`src/hdl/bced_pkg.sv`:
```
// Shared types and constants of the button click event detector.
`timescale 1ns / 1ps

package bced_pkg;

   localparam int STAMP_W      = 32;
   localparam int DELAY_W      = 16;
   localparam int CSR_ADDR_W   = 4;
   localparam int EVENT_W      = 3;
   localparam int BOUNCE_W     = 2;
   localparam int TALLY_W      = 2;
   localparam int DEBOUNCE_RUN_DEF = 3;

   localparam logic [DELAY_W-1:0] SINGLE_CLICK_DELAY_RST   = 16'd300;
   localparam logic [DELAY_W-1:0] LONG_PRESS_TIME_RST      = 16'd1000;
   localparam logic [DELAY_W-1:0] LONG_PRESS_HOLD_TIME_RST = 16'd500;
   localparam logic [DELAY_W-1:0] DOUBLE_CLICK_TIME_RST    = 16'd300;

   localparam logic [TALLY_W-1:0] TALLY_MAX = 2'd3;

   typedef enum logic [1:0] {
      MODE_IDLE,
      MODE_WAIT_LONG,
      MODE_WAIT_DECISION,
      MODE_LONG
   } mode_type;

   typedef enum logic [EVENT_W-1:0] {
      EV_SINGLE     = 3'd0,
      EV_DOUBLE     = 3'd1,
      EV_LONG_START = 3'd2,
      EV_LONG_HOLD  = 3'd3,
      EV_LONG_STOP  = 3'd4,
      EV_PRESSING   = 3'd5,
      EV_RELEASED   = 3'd6
   } event_type;

   typedef enum logic [CSR_ADDR_W-1:0] {
      CSR_SINGLE_CLICK_DELAY   = 4'd0,
      CSR_LONG_PRESS_TIME      = 4'd1,
      CSR_LONG_PRESS_HOLD_TIME = 4'd2,
      CSR_DOUBLE_CLICK_TIME    = 4'd3
   } csr_addr_type;

   typedef struct packed {
      event_type code;
      logic      pressed;
      logic      long_pressed;
      logic      last;
   } ev_entry_type;

endpackage

```
`src/hdl/bced_if.sv`:
```
// Valid/ready channel interfaces of the button click event detector.
`timescale 1ns / 1ps

interface bced_req_if import bced_pkg::*; ();
   logic               valid;
   logic               ready;
   logic               raw_level;
   logic [STAMP_W-1:0] now_ms;

   modport source (output valid, raw_level, now_ms, input ready);
   modport sink   (input valid, raw_level, now_ms, output ready);
endinterface

interface bced_rsp_if import bced_pkg::*; ();
   logic               valid;
   logic               ready;
   logic [EVENT_W-1:0] event_code;
   logic               is_pressed;
   logic               is_long_pressed;
   logic               last_of_run;

   modport source (output valid, event_code, is_pressed, is_long_pressed, last_of_run,
                   input ready);
   modport sink   (input valid, event_code, is_pressed, is_long_pressed, last_of_run,
                   output ready);
endinterface

interface bced_csr_if import bced_pkg::*; ();
   logic                  valid;
   logic                  ready;
   logic [CSR_ADDR_W-1:0] addr;
   logic [DELAY_W-1:0]    data;

   modport source (output valid, addr, data, input ready);
   modport sink   (input valid, addr, data, output ready);
endinterface

```
`src/hdl/button_click_event_detector.sv`:
```
// Button click event detector: debounce, click state machine and event output queue.
//
// Usage:
//   req_bus carries one raw button sample (raw_level) with its millisecond time
//   (now_ms) per beat. Each sample yields zero, one or two event beats on rsp_bus;
//   last_of_run marks the final event of a sample.
//   csr_bus writes the four 16-bit delay registers (address 0..3, others ignored);
//   it is always ready and should only be used while the block is idle.
// Path: a sample beat is captured in the input register, and its events are then
//   written into the result queue, whose head slot drives rsp_bus.
// Throughput: one sample per cycle while each sample gives at most one event
//   and rsp_ready stays high; a sample with two events occupies the result
//   queue for two beats, so the next sample waits until the second event is popped. The limit is
//   the two-entry result queue, which takes a new sample only once it drains.
// Reset: synchronous, active high; clears the state machine, debounce counter,
//   both channel stages and loads the default delays (300, 1000, 500, 300 ms).
// Stall: when rsp_ready is low the queue holds its events, one sample waits in
//   the input register, and req_ready drops until the queue can take more.
`timescale 1ns / 1ps

module button_click_event_detector import bced_pkg::*; #(
   parameter int DEBOUNCE_RUN = DEBOUNCE_RUN_DEF
) (
   input  logic       clock,
   input  logic       reset,
   bced_req_if.sink   req_bus,
   bced_rsp_if.source rsp_bus,
   bced_csr_if.sink   csr_bus
);

   localparam logic [BOUNCE_W-1:0] RUN = DEBOUNCE_RUN[BOUNCE_W-1:0];

   // configuration
   logic [DELAY_W-1:0] single_delay_ff, long_time_ff, hold_time_ff, double_time_ff;

   // input register
   logic               in_valid_ff;
   logic               in_raw_ff;
   logic [STAMP_W-1:0] in_now_ff;

   // detector state
   logic               stable_ff, stable_in;
   logic [BOUNCE_W-1:0] bounce_ff, bounce_in;
   logic [BOUNCE_W-1:0] bounce_sum;
   mode_type           mode_ff, mode_in;
   logic [STAMP_W-1:0] press_ff, press_in;
   logic [STAMP_W-1:0] release_ff, release_in;
   logic [STAMP_W-1:0] hold_ff, hold_in;
   logic [TALLY_W-1:0] tally_ff, tally_in;
   logic               pflag_ff, pflag_in;
   logic               lflag_ff, lflag_in;

   // step results
   event_type          ev0, ev1;
   logic [1:0]         ev_n;
   logic [STAMP_W-1:0] since_press, since_release, since_hold;

   // result queue
   ev_entry_type       slot0_ff, slot1_ff;
   logic [1:0]         count_ff;
   logic               pop;
   logic               process;

   assign csr_bus.ready = 1'b1;

   always_ff @(posedge clock) begin
      if (reset) begin
         single_delay_ff <= SINGLE_CLICK_DELAY_RST;
         long_time_ff    <= LONG_PRESS_TIME_RST;
         hold_time_ff    <= LONG_PRESS_HOLD_TIME_RST;
         double_time_ff  <= DOUBLE_CLICK_TIME_RST;
      end else if (csr_bus.valid) begin
         unique case (csr_bus.addr)
            CSR_SINGLE_CLICK_DELAY:   single_delay_ff <= csr_bus.data;
            CSR_LONG_PRESS_TIME:      long_time_ff    <= csr_bus.data;
            CSR_LONG_PRESS_HOLD_TIME: hold_time_ff    <= csr_bus.data;
            CSR_DOUBLE_CLICK_TIME:    double_time_ff  <= csr_bus.data;
            default: ;
         endcase
      end
   end

   // handshake
   assign pop     = rsp_bus.valid && rsp_bus.ready;
   assign process = in_valid_ff && ((count_ff == 2'd0) || ((count_ff == 2'd1) && pop));
   assign req_bus.ready = !in_valid_ff || process;

   always_ff @(posedge clock) begin
      if (reset) begin
         in_valid_ff <= 1'b0;
      end else if (req_bus.ready) begin
         in_valid_ff <= req_bus.valid;
      end
   end

   always_ff @(posedge clock) begin
      if (req_bus.valid && req_bus.ready) begin
         in_raw_ff <= req_bus.raw_level;
         in_now_ff <= req_bus.now_ms;
      end
   end

   // elapsed times, wrapping
   assign since_press   = in_now_ff - press_ff;
   assign since_release = in_now_ff - release_ff;
   assign since_hold    = in_now_ff - hold_ff;

   always_comb begin
      stable_in  = stable_ff;
      bounce_in  = 2'd0;
      bounce_sum = bounce_ff + 2'd1;
      if (in_raw_ff != stable_ff) begin
         if (bounce_sum >= RUN) begin
            stable_in = in_raw_ff;
         end else begin
            bounce_in = bounce_sum;
         end
      end
   end

   always_comb begin
      mode_in    = mode_ff;
      press_in   = press_ff;
      release_in = release_ff;
      hold_in    = hold_ff;
      tally_in   = tally_ff;
      pflag_in   = pflag_ff;
      lflag_in   = lflag_ff;
      ev0        = EV_PRESSING;
      ev1        = EV_RELEASED;
      ev_n       = 2'd0;
      unique case (mode_ff)
         MODE_IDLE: begin
            if (stable_in) begin
               pflag_in = 1'b1;
               press_in = in_now_ff;
               mode_in  = MODE_WAIT_LONG;
               ev0      = EV_PRESSING;
               ev_n     = 2'd1;
            end
         end
         MODE_WAIT_LONG: begin
            if (stable_in) begin
               ev_n = 2'd1;
               if (since_press >= {{(STAMP_W-DELAY_W){1'b0}}, long_time_ff}) begin
                  lflag_in = 1'b1;
                  hold_in  = in_now_ff;
                  mode_in  = MODE_LONG;
                  ev0      = EV_LONG_START;
               end else begin
                  ev0 = EV_PRESSING;
               end
            end else begin
               pflag_in   = 1'b0;
               release_in = in_now_ff;
               if ((tally_ff != 2'd0) && (double_time_ff != '0)) begin
                  tally_in = 2'd0;
                  mode_in  = MODE_IDLE;
                  ev0      = EV_DOUBLE;
                  ev1      = EV_RELEASED;
                  ev_n     = 2'd2;
               end else begin
                  if (tally_ff != TALLY_MAX) begin
                     tally_in = tally_ff + 2'd1;
                  end
                  mode_in = MODE_WAIT_DECISION;
                  ev0     = EV_RELEASED;
                  ev_n    = 2'd1;
               end
            end
         end
         MODE_WAIT_DECISION: begin
            if (stable_in) begin
               pflag_in = 1'b1;
               press_in = in_now_ff;
               mode_in  = MODE_WAIT_LONG;
               ev0      = EV_PRESSING;
               ev_n     = 2'd1;
            end else if (since_release >= {{(STAMP_W-DELAY_W){1'b0}}, single_delay_ff}) begin
               tally_in = 2'd0;
               mode_in  = MODE_IDLE;
               ev0      = EV_SINGLE;
               ev_n     = 2'd1;
            end
         end
         MODE_LONG: begin
            if (stable_in) begin
               if (since_hold >= {{(STAMP_W-DELAY_W){1'b0}}, hold_time_ff}) begin
                  hold_in = in_now_ff;
                  ev0     = EV_LONG_HOLD;
                  ev1     = EV_PRESSING;
                  ev_n    = 2'd2;
               end else begin
                  ev0  = EV_PRESSING;
                  ev_n = 2'd1;
               end
            end else begin
               pflag_in = 1'b0;
               lflag_in = 1'b0;
               mode_in  = MODE_IDLE;
               tally_in = 2'd0;
               ev0      = EV_LONG_STOP;
               ev1      = EV_RELEASED;
               ev_n     = 2'd2;
            end
         end
         default: ;
      endcase
   end

   always_ff @(posedge clock) begin
      if (reset) begin
         stable_ff <= 1'b0;
         bounce_ff <= '0;
         mode_ff   <= MODE_IDLE;
         tally_ff  <= '0;
         pflag_ff  <= 1'b0;
         lflag_ff  <= 1'b0;
         press_ff  <= '0;
         release_ff <= '0;
         hold_ff   <= '0;
      end else if (process) begin
         stable_ff <= stable_in;
         bounce_ff <= bounce_in;
         mode_ff   <= mode_in;
         tally_ff  <= tally_in;
         pflag_ff  <= pflag_in;
         lflag_ff  <= lflag_in;
         press_ff  <= press_in;
         release_ff <= release_in;
         hold_ff   <= hold_in;
      end
   end

   // result queue, head in slot0
   always_ff @(posedge clock) begin
      if (reset) begin
         count_ff <= 2'd0;
      end else if (process) begin
         count_ff <= ev_n;
      end else if (pop) begin
         count_ff <= count_ff - 2'd1;
      end
   end

   always_ff @(posedge clock) begin
      if (process) begin
         slot0_ff <= '{code: ev0, pressed: pflag_in, long_pressed: lflag_in,
                       last: (ev_n == 2'd1)};
         slot1_ff <= '{code: ev1, pressed: pflag_in, long_pressed: lflag_in, last: 1'b1};
      end else if (pop) begin
         slot0_ff <= slot1_ff;
      end
   end

   assign rsp_bus.valid           = (count_ff != 2'd0);
   assign rsp_bus.event_code      = slot0_ff.code;
   assign rsp_bus.is_pressed      = slot0_ff.pressed;
   assign rsp_bus.is_long_pressed = slot0_ff.long_pressed;
   assign rsp_bus.last_of_run     = slot0_ff.last;

   a_count_range: assert property (@(posedge clock) disable iff (reset)
      count_ff != 2'd3)
      else $error("result queue count out of range");

   a_events_queued: assert property (@(posedge clock) disable iff (reset)
      (process && (ev_n != 2'd0)) |=> rsp_bus.valid)
      else $error("processed sample events not queued");

   a_long_flag: assert property (@(posedge clock) disable iff (reset)
      lflag_ff == (mode_ff == MODE_LONG))
      else $error("long press flag disagrees with mode");

   a_idle_released: assert property (@(posedge clock) disable iff (reset)
      (mode_ff == MODE_IDLE) |-> !pflag_ff)
      else $error("pressed flag set while idle");

   a_head_not_last: assert property (@(posedge clock) disable iff (reset)
      (count_ff == 2'd2) |-> !slot0_ff.last)
      else $error("first of two events marked last");

endmodule
```
`src/flat_wrapper.sv`:
```
// flat-port wrapper written by rule: the top's interface ports become plain ports
module button_click_event_detector_flat import bced_pkg::*;
#(
   parameter int DEBOUNCE_RUN = DEBOUNCE_RUN_DEF
)
  (clock, reset, req_bus_valid, req_bus_raw_level, req_bus_now_ms, req_bus_ready, rsp_bus_valid, rsp_bus_event_code, rsp_bus_is_pressed, rsp_bus_is_long_pressed, rsp_bus_last_of_run, rsp_bus_ready, csr_bus_valid, csr_bus_addr, csr_bus_data, csr_bus_ready);
  bced_req_if req_bus_i ();
  bced_rsp_if rsp_bus_i ();
  bced_csr_if csr_bus_i ();
  input  logic clock;
  input  logic reset;
  input wire logic [$bits(req_bus_i.valid)-1:0] req_bus_valid;
  input wire logic [$bits(req_bus_i.raw_level)-1:0] req_bus_raw_level;
  input wire logic [$bits(req_bus_i.now_ms)-1:0] req_bus_now_ms;
  output wire logic [$bits(req_bus_i.ready)-1:0] req_bus_ready;
  output wire logic [$bits(rsp_bus_i.valid)-1:0] rsp_bus_valid;
  output wire logic [$bits(rsp_bus_i.event_code)-1:0] rsp_bus_event_code;
  output wire logic [$bits(rsp_bus_i.is_pressed)-1:0] rsp_bus_is_pressed;
  output wire logic [$bits(rsp_bus_i.is_long_pressed)-1:0] rsp_bus_is_long_pressed;
  output wire logic [$bits(rsp_bus_i.last_of_run)-1:0] rsp_bus_last_of_run;
  input wire logic [$bits(rsp_bus_i.ready)-1:0] rsp_bus_ready;
  input wire logic [$bits(csr_bus_i.valid)-1:0] csr_bus_valid;
  input wire logic [$bits(csr_bus_i.addr)-1:0] csr_bus_addr;
  input wire logic [$bits(csr_bus_i.data)-1:0] csr_bus_data;
  output wire logic [$bits(csr_bus_i.ready)-1:0] csr_bus_ready;
  assign req_bus_i.valid = req_bus_valid;
  assign req_bus_i.raw_level = req_bus_raw_level;
  assign req_bus_i.now_ms = req_bus_now_ms;
  assign req_bus_ready = req_bus_i.ready;
  assign rsp_bus_valid = rsp_bus_i.valid;
  assign rsp_bus_event_code = rsp_bus_i.event_code;
  assign rsp_bus_is_pressed = rsp_bus_i.is_pressed;
  assign rsp_bus_is_long_pressed = rsp_bus_i.is_long_pressed;
  assign rsp_bus_last_of_run = rsp_bus_i.last_of_run;
  assign rsp_bus_i.ready = rsp_bus_ready;
  assign csr_bus_i.valid = csr_bus_valid;
  assign csr_bus_i.addr = csr_bus_addr;
  assign csr_bus_i.data = csr_bus_data;
  assign csr_bus_ready = csr_bus_i.ready;
  button_click_event_detector #(.DEBOUNCE_RUN(DEBOUNCE_RUN)) u_core (.clock(clock), .reset(reset), .req_bus(req_bus_i), .rsp_bus(rsp_bus_i), .csr_bus(csr_bus_i));
endmodule
```
`config.mk`:
```
export PLATFORM = sky130hd
export DESIGN_NAME = button_click_event_detector_flat
export DESIGN_NICKNAME = d
export VERILOG_FILES = /design/src/hdl/bced_pkg.sv /design/src/hdl/bced_if.sv /design/src/hdl/button_click_event_detector.sv /design/src/flat_wrapper.sv
export SDC_FILE = /design/constraint.sdc
export NUM_CORES = 1
export LEC_CHECK = 0
export BUFFER_PORTS_ARGS = -buffer_cell sky130_fd_sc_hd__buf_4
export CAP_MARGIN = 20
export CORE_MARGIN = 1.5
export CORE_UTILIZATION = 55
export CTS_CLUSTER_DIAMETER = 60
export DETAILED_ROUTE_END_ITERATION = 8
export GPL_TIMING_DRIVEN = 0
export PLACE_DENSITY = 0.72
export SYNTH_ARGS = -nofsm -noshare
export SYNTH_HDL_FRONTEND = slang
export SYNTH_SLANG_ARGS = --single-unit
```
`constraint.sdc`:
```
create_clock -name clock -period 6.4 [get_ports clock]
set_input_delay 0.64 -clock clock [delete_from_list [all_inputs] [get_ports clock]]
set_output_delay 0.64 -clock clock [all_outputs]
set_load 0.01 [all_outputs]
```
==> results of run 1 <==
==> final cells by class <==
class                   count  area [um^2]
plain buffers             101          429
flip-flops and latches    215         4730
clock buffers              42          877
fillers                  2515        10200
well taps                 378          473
repair buffers             67          515
inverters                 175          657
multi-input cells        1520         9800
clock inverters            10          141
==> metal layers <==
| layer | track usage, % | vias to the layer above | share of wire [%] |
|---|---|---|---|
| met4 | 11.0 | 0 | 3.5 |
| met2 | 51.2 | 485 | 46 |
| met1 | 41.0 | 6974 | 44 |
| li1 | - | 7299 | - |
| met3 | 3.31 | 91 | 6.7 |
| met5 | 0 | - | 0 |
==> cell usage in the layout (no fill, tap or decap), types with 20 or more instances in the layout <==
| master | n |
|---|---|
| mux2i_1 | 37 |
| edfxtp_1 | 43 |
| nand4_1 | 41 |
| xnor2_1 | 40 |
| clkbuf_1 | 83 |
| a21o_1 | 31 |
| nand2b_1 | 80 |
| buf_4 | 68 |
| a31oi_1 | 20 |
| a21oi_1 | 228 |
| inv_1 | 174 |
| nand2_1 | 346 |
| ha_1 | 145 |
| nor3_1 | 33 |
| o21ai_0 | 66 |
| nor2_1 | 82 |
| o211ai_1 | 22 |
| dfxtp_1 | 172 |
| nand3_1 | 38 |
| clkbuf_16 | 31 |
==> sequential cells by signal, indices dropped and copies added (netlist names), 4 cells and up <==
| register | cells |
|---|---|
| u_core.release_ff | 32 |
| u_core.hold_time_ff | 16 |
| u_core.slot1_ff | 4 |
| u_core.press_ff | 32 |
| u_core.single_delay_ff | 16 |
| u_core.in_now_ff | 32 |
| u_core.long_time_ff | 16 |
| u_core.double_time_ff | 16 |
| u_core.hold_ff | 32 |
==> power by group through the flow <==
stage / combinational [mW] / clock, mW / sequential (mW)
CTS: 1.09 / 1.69 / 1.51
global route: 1.23 / 1.75 / 1.52
finish: 1.11 / 1.67 / 1.51
floorplan: 0.783 / 0 / 1.52
detailed placement: 1.09 / 0 / 1.54
global placement: 1.06 / 0 / 1.54
==> worst reg2reg max path: cells and delay by family (launching register included) <==
family	cells	cell delay [ns]
compound gates	9	2.27
simple gates	4	1.23
fa+ha+maj	3	0.86
flops	1	0.47
buf+inv	2	0.41
xor+xnor	1	0.17
mux	1	0.12
==> through the flow <==
| step | std cells | setup WS (ns) |
|---|---|---|
| global route | 2508 | 0.355 |
| global placement | 2453 | 0.867 |
| floorplan | 2011 | 1.96 |
| detailed placement | 2456 | 0.784 |
| CTS | 2508 | 0.764 |
| finish | 2508 | 0.721 |
==> logic make-up (layout without fill, tap and decap cells) <==
logic type                 after synthesis  count (layout)  share of synthesized area, %
DFF                                    215             215                          30.3
buffers and inverters                  276             395                          6.95
muxes                                   41              41                          2.66
xor gates and xnor gates                55              55                          3.13
AOI/OAI and AO/OA                      541             541                          22.3
adders and majority gates              148             148                          12.0
and+or+nand+nor                        734             734                          22.6
other                                    1               1                        0.0240
==> final timing paths <==
kind	startpoint	slack (ns)	end	cells after the start
setup / recovery	u_core.in_now_ff[0]	0.72	u_core.hold_ff[23]	20
setup reg to reg	u_core.in_now_ff[0]	0.72	u_core.hold_ff[23]	20
hold / removal	req_bus_now_ms[0]	0.25	u_core.in_now_ff[0]	1
hold reg to reg	u_core.double_time_ff[4]	0.45	u_core.double_time_ff[4]	2
==> flow_summary.toml, run 1 <==
[grt]
grt-ovfl-total = 0
grt_pass1_vias = 13900
grt_max_degree = 33
grt_pass1_wl_um = 71200
grt_use_total_pct = 30.7
antenna_found_initial = 0

[floorplan]
core_um2 = 27900
io_pins = 67
die_h_um = 172
die-area_um2 = 29400
rows = 61
dieWidth_um = 172
initial_utilization_pct = 56.1

[clock_network]
clk_latency_ns = 0.57
ctsLongestPathBuffers = 3
cts_tree = "yes"
root_buffer = "clkbuf_16"
cts.sinks = 215
cts_max_level = 1
cts_resized = 0
numCtsBuffers = 28
hold_buffers = 0
postCtsSetupRepairBufs = 0
clkSlewWorstSetupHoldPaths_ns = 0.06

[sta]
period_needed_ns = 5.68
hold_ws_ns = 0.247
max_slew.worst_pin.slew_ns = 0.819
tns_ns = 0
hold_viol = 0
final.period_utilization_pct = 88.7
slew_headroom_pct = 43.8
skew_ns = 0.0325
setup_viol = 0
rsz0062_at_grt = "false"
fmax_mhz = 176
drv_slew = 0

[synth]
async_flop_share_pct = 0
synth_nets = 2217
synth-seq-cells = 215
synthFlopType = "dfxtp_1"
synth_edf_count = 43
avgSynthCellArea_um2 = 7.77
yosys.area.top_type = "dfxtp_1"
synth_most_common_cell = "nand2_1"
seq_area_frac_synth_pct = 30.3
ys_warn_count = 0
ys_types = 92
synth.area.top_cells = "dfxtp_1 22%, ha_1 12%, nand2_1 8.3%"
ys_top_cells_by_count = "346 x nand2_1, 228 x a21oi_1, 174 x inv_1"
yosysTopAreaCellShare_pct = 22.0
syn_inst = 2011
syn_area_um2 = 15600

[critical_path]
required_ns = 6.82
cp.arrival_ns = 6.10
crit_buf_inv = 2
max_stage_delay_ns = 0.62
worstPathCellList = "inv_1 -> ha_1 -> fa_1 -> nor2b_1 -> o2111ai_2 -> a2111oi_0 -> nor2_1 -> xnor2_1 -> ha_1 -> a21o_1 -> a21o_1 -> a21oi_1 -> o211ai_1 -> a2111oi_0 -> o21ai_0 -> nand4bb_1 -> nor4_4 -> o32ai_2 -> buf_6 -> mux2i_1"
critPathTopFamily = "compound AO/OA/AOI/OAI gates"
cp-end-kind = "flip-flop"
cpMaxStageDelayCell = "a2111oi_0"
cp_max_fo = 10
path_class = "reg -> reg"
start_kind = "flip-flop"

[cells_and_area]
fin_nets = 2314
fin_area_um2 = 17600
area.growth.synth_to_final_pct = 12.9
layout-drive-gt1-share_pct = 7.61
utilization_pct = 63.3
num_antenna_cells = 0

[drt]
drt_wl_total_um = 45200
vias = 14800
firstDrtPassIters = 7
viasPerCell = 5.92
wl_per_cell_um = 18.0
ant_nets = 0
drc = 0
dr.first_iter.drc_count = 1145

[place]
gp_congestion = 0.953
io_buffers = 64
dp_hpwl_um = 35800
placed_area_um2 = 16600

[worst_hold_path]
hold_class = "in -> reg"

[run]
maxCapViolCount = 0

[pwr]
p_int_mw = 2.91
swShare_pct = 32.2
cellPowerDensity_nw_per_um2 = 244
ir_worst_vdd_v = 0.000247
pwr-share-comb_pct = 25.8
p_switching_mw = 1.38
p_total_mw = 4.29
pwr-share-seq_pct = 35.2
p_leak_nw = 6.46
clock_power_share_pct = 38.9

[outcome]
outcome = "finished clean"
(Power assumes the default switching activity.)
==> run 2: changes to the inputs <==
--- a/config.mk
+++ b/config.mk
@@ -9,6 +9,7 @@
 export CAP_MARGIN = 20
 export CORE_MARGIN = 1.5
 export CORE_UTILIZATION = 55
+export CTS_BUF_LIST = sky130_fd_sc_hd__clkbuf_2
 export CTS_CLUSTER_DIAMETER = 60
 export DETAILED_ROUTE_END_ITERATION = 8
 export GPL_TIMING_DRIVEN = 0
==> flow_summary.toml, run 2 (synthesis gave the netlist of run 1 again) <==
[drt]
highest_layer = "met4"
drt_wl_total_um = 46000
dr.first_iter.drc_count = 1211
drc = 0
viasPerCell = 5.79
ant_nets = 0
firstDrtPassIters = 6
met3_length_um = 3210
wl_per_cell_um = 17.6
routedLengthMet1_um = 19900
wl_met2_um = 21100
vias = 15100

[critical_path]
start_kind = "flip-flop"
rr_startpoint = "u_core.in_now_ff[1]"
required_ns = 7.14
rr_worst_depth = 19
critPathTopFamily = "compound AO/OA/AOI/OAI gates"
path_class = "reg -> reg"
reg2reg_slack_ns = 0.68
r2r_end = "u_core.hold_ff[28]"
cp-end-kind = "flip-flop"
crit_buf_inv = 2
worstPathCellList = "inv_1 -> fa_1 -> nor2b_1 -> o2111ai_2 -> a2111oi_0 -> nor2_1 -> xnor2_1 -> ha_1 -> a21o_1 -> a21o_1 -> a21oi_1 -> o211ai_1 -> a2111oi_0 -> o21ai_0 -> nand4bb_1 -> nor4_4 -> o32ai_2 -> buf_6 -> mux2i_1"
cp_max_fo = 10
cpMaxStageDelayCell = "a2111oi_0"
max_stage_delay_ns = 0.64
cp.arrival_ns = 6.46

[grt]
grt_pass1_wl_um = 72000
grt-ovfl-total = 0
grt_max_degree = 33
grt_use_total_pct = 31.2
antenna_found_initial = 1
grt_pass1_vias = 14300

[pwr]
clock_power_share_pct = 27.0
pwr-share-comb_pct = 31.2
cellPowerDensity_nw_per_um2 = 205
ir_worst_vdd_v = 0.000124
p_total_mw = 3.62
p_switching_mw = 1.35
pwr-share-seq_pct = 41.8
swShare_pct = 37.3
p_int_mw = 2.27
p_leak_nw = 6.56

[clock_network]
cts_tree = "yes"
ctsLongestPathBuffers = 3
root_buffer = "clkbuf_2"
clkSlewWorstSetupHoldPaths_ns = 0.11
cts_max_level = 2
cts_resized = 0
numCtsBuffers = 59
cts.sinks = 215
hold_buffers = 47
clk_latency_ns = 0.90
postCtsSetupRepairBufs = 0

[cells_and_area]
layout-drive-gt1-share_pct = 9.40
final_common_cell = "nand2_1"
stdcell_count = 2612
utilization_pct = 63.2
regArea_um2 = 4730
area.growth.synth_to_final_pct = 12.7
mostFrequentLayoutCells = "346 x nand2_1, 228 x a21oi_1, 174 x inv_1"
fin_nets = 2392
multi_input_area_um2 = 9800
n_fill_cell = 2572
fin_area_um2 = 17600

[place]
io_buffers = 64
placed_area_um2 = 16600
dp_slack_ns = 0.784
dp_cells = 2456
gp_congestion = 0.953
dp_hpwl_um = 35800

[outcome]
outcome = "finished clean"

[sta]
tns_ns = 0
rsz0062_at_grt = "false"
final.period_utilization_pct = 89.4
setup_viol = 0
skew_ns = 0.0792
hold_viol = 0
drv_slew = 0
hold_ws_ns = 0.0775
slew_headroom_pct = 42.9
fmax_mhz = 175
max_slew.worst_pin.slew_ns = 0.856
period_needed_ns = 5.72
worst_slack_ns = 0.681

[floorplan]
initial_utilization_pct = 56.1
die-area_um2 = 29400
die_h_um = 172
dieWidth_um = 172
io_pins = 67
core_um2 = 27900
rows = 61

[worst_hold_path]
hold_path_end = "u_core.hold_time_ff[4]"
min_from = "csr_bus_data[4]"
hold_class = "in -> reg"
holdPathStages = 3

[run]
maxCapViolCount = 0
## run 2: cell count changes in the layout (fill, tap and decap cells not counted), sizes merged
cell / before / now
clkbuf: 121 / 170
inv: 178 / 175
clkinvlp: 0 / 2
bufinv: 2 / 0
clkinv: 5 / 15
dlygate4sd3: 0 / 47
diode: 0 / 1
## run 2: tightest hold or removal path: stages
cell	delay (ns)
buf_4	0.14
nand2_1	0.06
nand3b_1	0.07
## run 2: how the worst max path moves through the flow
stage | from | to | slack, ns | cells past startpoint
CTS | u_core.in_now_ff[1] | u_core.hold_ff[28] | 0.75 | 19
detailed placement | u_core.in_now_ff[0] | u_core.hold_ff[25] | 0.78 | 20
global placement | u_core.in_now_ff[0] | u_core.hold_ff[31] | 0.87 | 20
global route | u_core.in_now_ff[1] | u_core.hold_ff[28] | 0.31 | 19
finish | u_core.in_now_ff[1] | u_core.hold_ff[28] | 0.68 | 19
floorplan | u_core.in_now_ff[0] | u_core.rsp_bus.event_code[1] | 1.96 | 19
## run 2: layer usage
layer | global-route usage, % | vias to the layer above
met4 | 13.3 | 0
met3 | 4.16 | 104
met2 | 51.7 | 507
met1 | 40.8 | 7025
met5 | 0 | -
li1 | - | 7492
## run 2: power groups by stage
stage | combinational, mW | clock (mW) | sequential [mW]
after floorplan | 0.783 | 0 | 1.52
after detailed placement | 1.09 | 0 | 1.54
after global routing | 1.25 | 1.07 | 1.52
after global placement | 1.06 | 0 | 1.54
after CTS | 1.11 | 0.998 | 1.51
final | 1.13 | 0.977 | 1.51
## run 2: layout make-up
cell class / count / share of cell area, %
well taps: 378 / 2.69
diodes: 1 / 0.0142
multi-input cells: 1520 / 55.6
clock inverters: 17 / 0.412
repair buffers: 114 / 5.60
plain buffers: 101 / 2.44
flip-flops and latches: 215 / 26.9
inverters: 175 / 3.73
clock buffers: 91 / 2.59
==> run 3: changes to the inputs <==
--- a/config.mk
+++ b/config.mk
@@ -7,6 +7,7 @@
 export LEC_CHECK = 0
 export BUFFER_PORTS_ARGS = -buffer_cell sky130_fd_sc_hd__buf_4
 export CAP_MARGIN = 20
+export CORE_ASPECT_RATIO = 1.5
 export CORE_MARGIN = 1.5
 export CORE_UTILIZATION = 55
 export CTS_BUF_LIST = sky130_fd_sc_hd__clkbuf_2
==> flow_summary.toml, run 3 (synthesis gave the netlist of run 1 again) <==
[sta]
max_slew.worst_pin.slew_ns = 0.856
slew_headroom_pct = 42.4
rsz0062_at_grt = "false"
final.period_utilization_pct = 92.2
tns_ns = 0
setup_viol = 0
skew_ns = 0.0785
hold_viol = 0
period_needed_ns = 5.90
drv_slew = 0
fmax_mhz = 169

[worst_hold_path]
holdPathStages = 4
hold_path_end = "u_core.in_valid_ff"
min_from = "rsp_bus_ready"
hold_class = "in -> reg"

[cells_and_area]
layout-drive-gt1-share_pct = 9.12
n_fill_cell = 2638
fin_nets = 2391
area.growth.synth_to_final_pct = 12.7
mostFrequentLayoutCells = "346 x nand2_1, 228 x a21oi_1, 174 x inv_1"
final_common_cell = "nand2_1"

[critical_path]
max_stage_delay_ns = 0.70
reg2reg_slack_ns = 0.50
critPathTopFamily = "compound AO/OA/AOI/OAI gates"
rr_worst_depth = 19
path_class = "reg -> reg"
cp_max_fo = 10
crit_cells = 19
crit_start = "u_core.in_now_ff[1]"
crit_buf_inv = 2
rr_startpoint = "u_core.in_now_ff[1]"
start_kind = "flip-flop"
required_ns = 7.17
cp-end-kind = "flip-flop"
worstPathCellList = "inv_1 -> fa_1 -> nor2b_1 -> o2111ai_2 -> a2111oi_0 -> nor2_1 -> xnor2_1 -> ha_1 -> a21o_1 -> a21o_1 -> a21oi_1 -> o211ai_1 -> a2111oi_0 -> o21ai_0 -> nand4bb_1 -> nor4_4 -> o32ai_2 -> buf_6 -> mux2i_1"
cp.arrival_ns = 6.67
cpMaxStageDelayCell = "a2111oi_0"
r2r_end = "u_core.hold_ff[28]"

[clock_network]
hold_buffers = 50
postCtsSetupRepairBufs = 0
root_buffer = "clkbuf_2"
clk_latency_ns = 0.95
ctsLongestPathBuffers = 3
cts.sinks = 215
clkSlewWorstSetupHoldPaths_ns = 0.11
numCtsBuffers = 55
cts_tree = "yes"
cts_max_level = 2
cts_resized = 0

[drt]
firstDrtPassIters = 5
vias = 15200
drc = 0
wl_per_cell_um = 18.5
dr.first_iter.drc_count = 976
drt_wl_total_um = 47600
ant_nets = 0
viasPerCell = 5.92

[floorplan]
dieWidth_um = 141
io_pins = 67
die-area_um2 = 29400
rows = 75
initial_utilization_pct = 55.8
die_h_um = 209
core_um2 = 28000

[pwr]
p_leak_nw = 6.57
cellPowerDensity_nw_per_um2 = 209
ir_worst_vdd_v = 0.000143
p_total_mw = 3.68

[grt]
grt_max_degree = 33
grt_use_total_pct = 31.9
grt_pass1_wl_um = 73900
grt-ovfl-total = 0
grt_pass1_vias = 14500
antenna_found_initial = 2

[run]
maxCapViolCount = 0

[place]
gp_congestion = 0.946
dp_hpwl_um = 37300
io_buffers = 64

[outcome]
outcome = "finished clean"
[run 3: worst max-delay path by stage]
stage / to / slack (ns)
after CTS: u_core.hold_ff[28] / 0.45
after global placement: u_core.hold_ff[1] / 0.65
after floorplan: u_core.rsp_bus.event_code[1] / 1.96
after detailed placement: u_core.hold_ff[24] / 0.56
final: u_core.hold_ff[28] / 0.50
after global routing: u_core.hold_ff[15] / 0.14
[run 3: worst min-delay path: cells and delay by family]
kind                   cells  cell delay (ns)
AND/OR/NAND/NOR            1             0.05
AO/OA/AOI/OAI              2             0.24
buffers and inverters      1             0.08
[run 3: power breakdown]
| group | switching [mW] | internal, mW |
|---|---|---|
| Combinational | 0.691 | 0.447 |
| Clock | 0.611 | 0.420 |
| Sequential | 0.0687 | 1.45 |
| Total | 1.37 | 2.31 |
[run 3: through the flow]
step | util (%) | hold slack (ns) | cell area, um^2 | worst slack, ns | cells
finish | 63.0 | 0.124 | 17600 | 0.500 | 2575
global route | 63.0 | 0.122 | 17600 | 0.140 | 2574
CTS | 62.9 | 0.0616 | 17600 | 0.451 | 2572
detailed placement | 59.2 | 0.448 | 16600 | 0.564 | 2424
global placement | 59.1 | 0.442 | 16500 | 0.654 | 2421
floorplan | - | 0.436 | 15600 | 1.96 | 2011
[run 3: routing by layer]
metal  vias up  track usage (%)  share of wire (%)
li1       7492                -                  -
met1      7111             36.1                 40
met2       502             58.1                 50
met3       140             3.83                4.9
met4         0             16.9                5.3
met5         -                0                  0
[run 3: cell type report]
cell class	instances	area, um^2	share of cell area, %
Antenna cell	3	7.51	0.0426
Tap cell	346	433	2.46
Buffer	101	429	2.44
Sequential cell	215	4730	26.9
Clock inverter	18	131	0.746
Timing Repair Buffer	117	1020	5.77
Multi-Input combinational cell	1520	9800	55.6
Clock buffer	80	400	2.27
Inverter	175	657	3.73
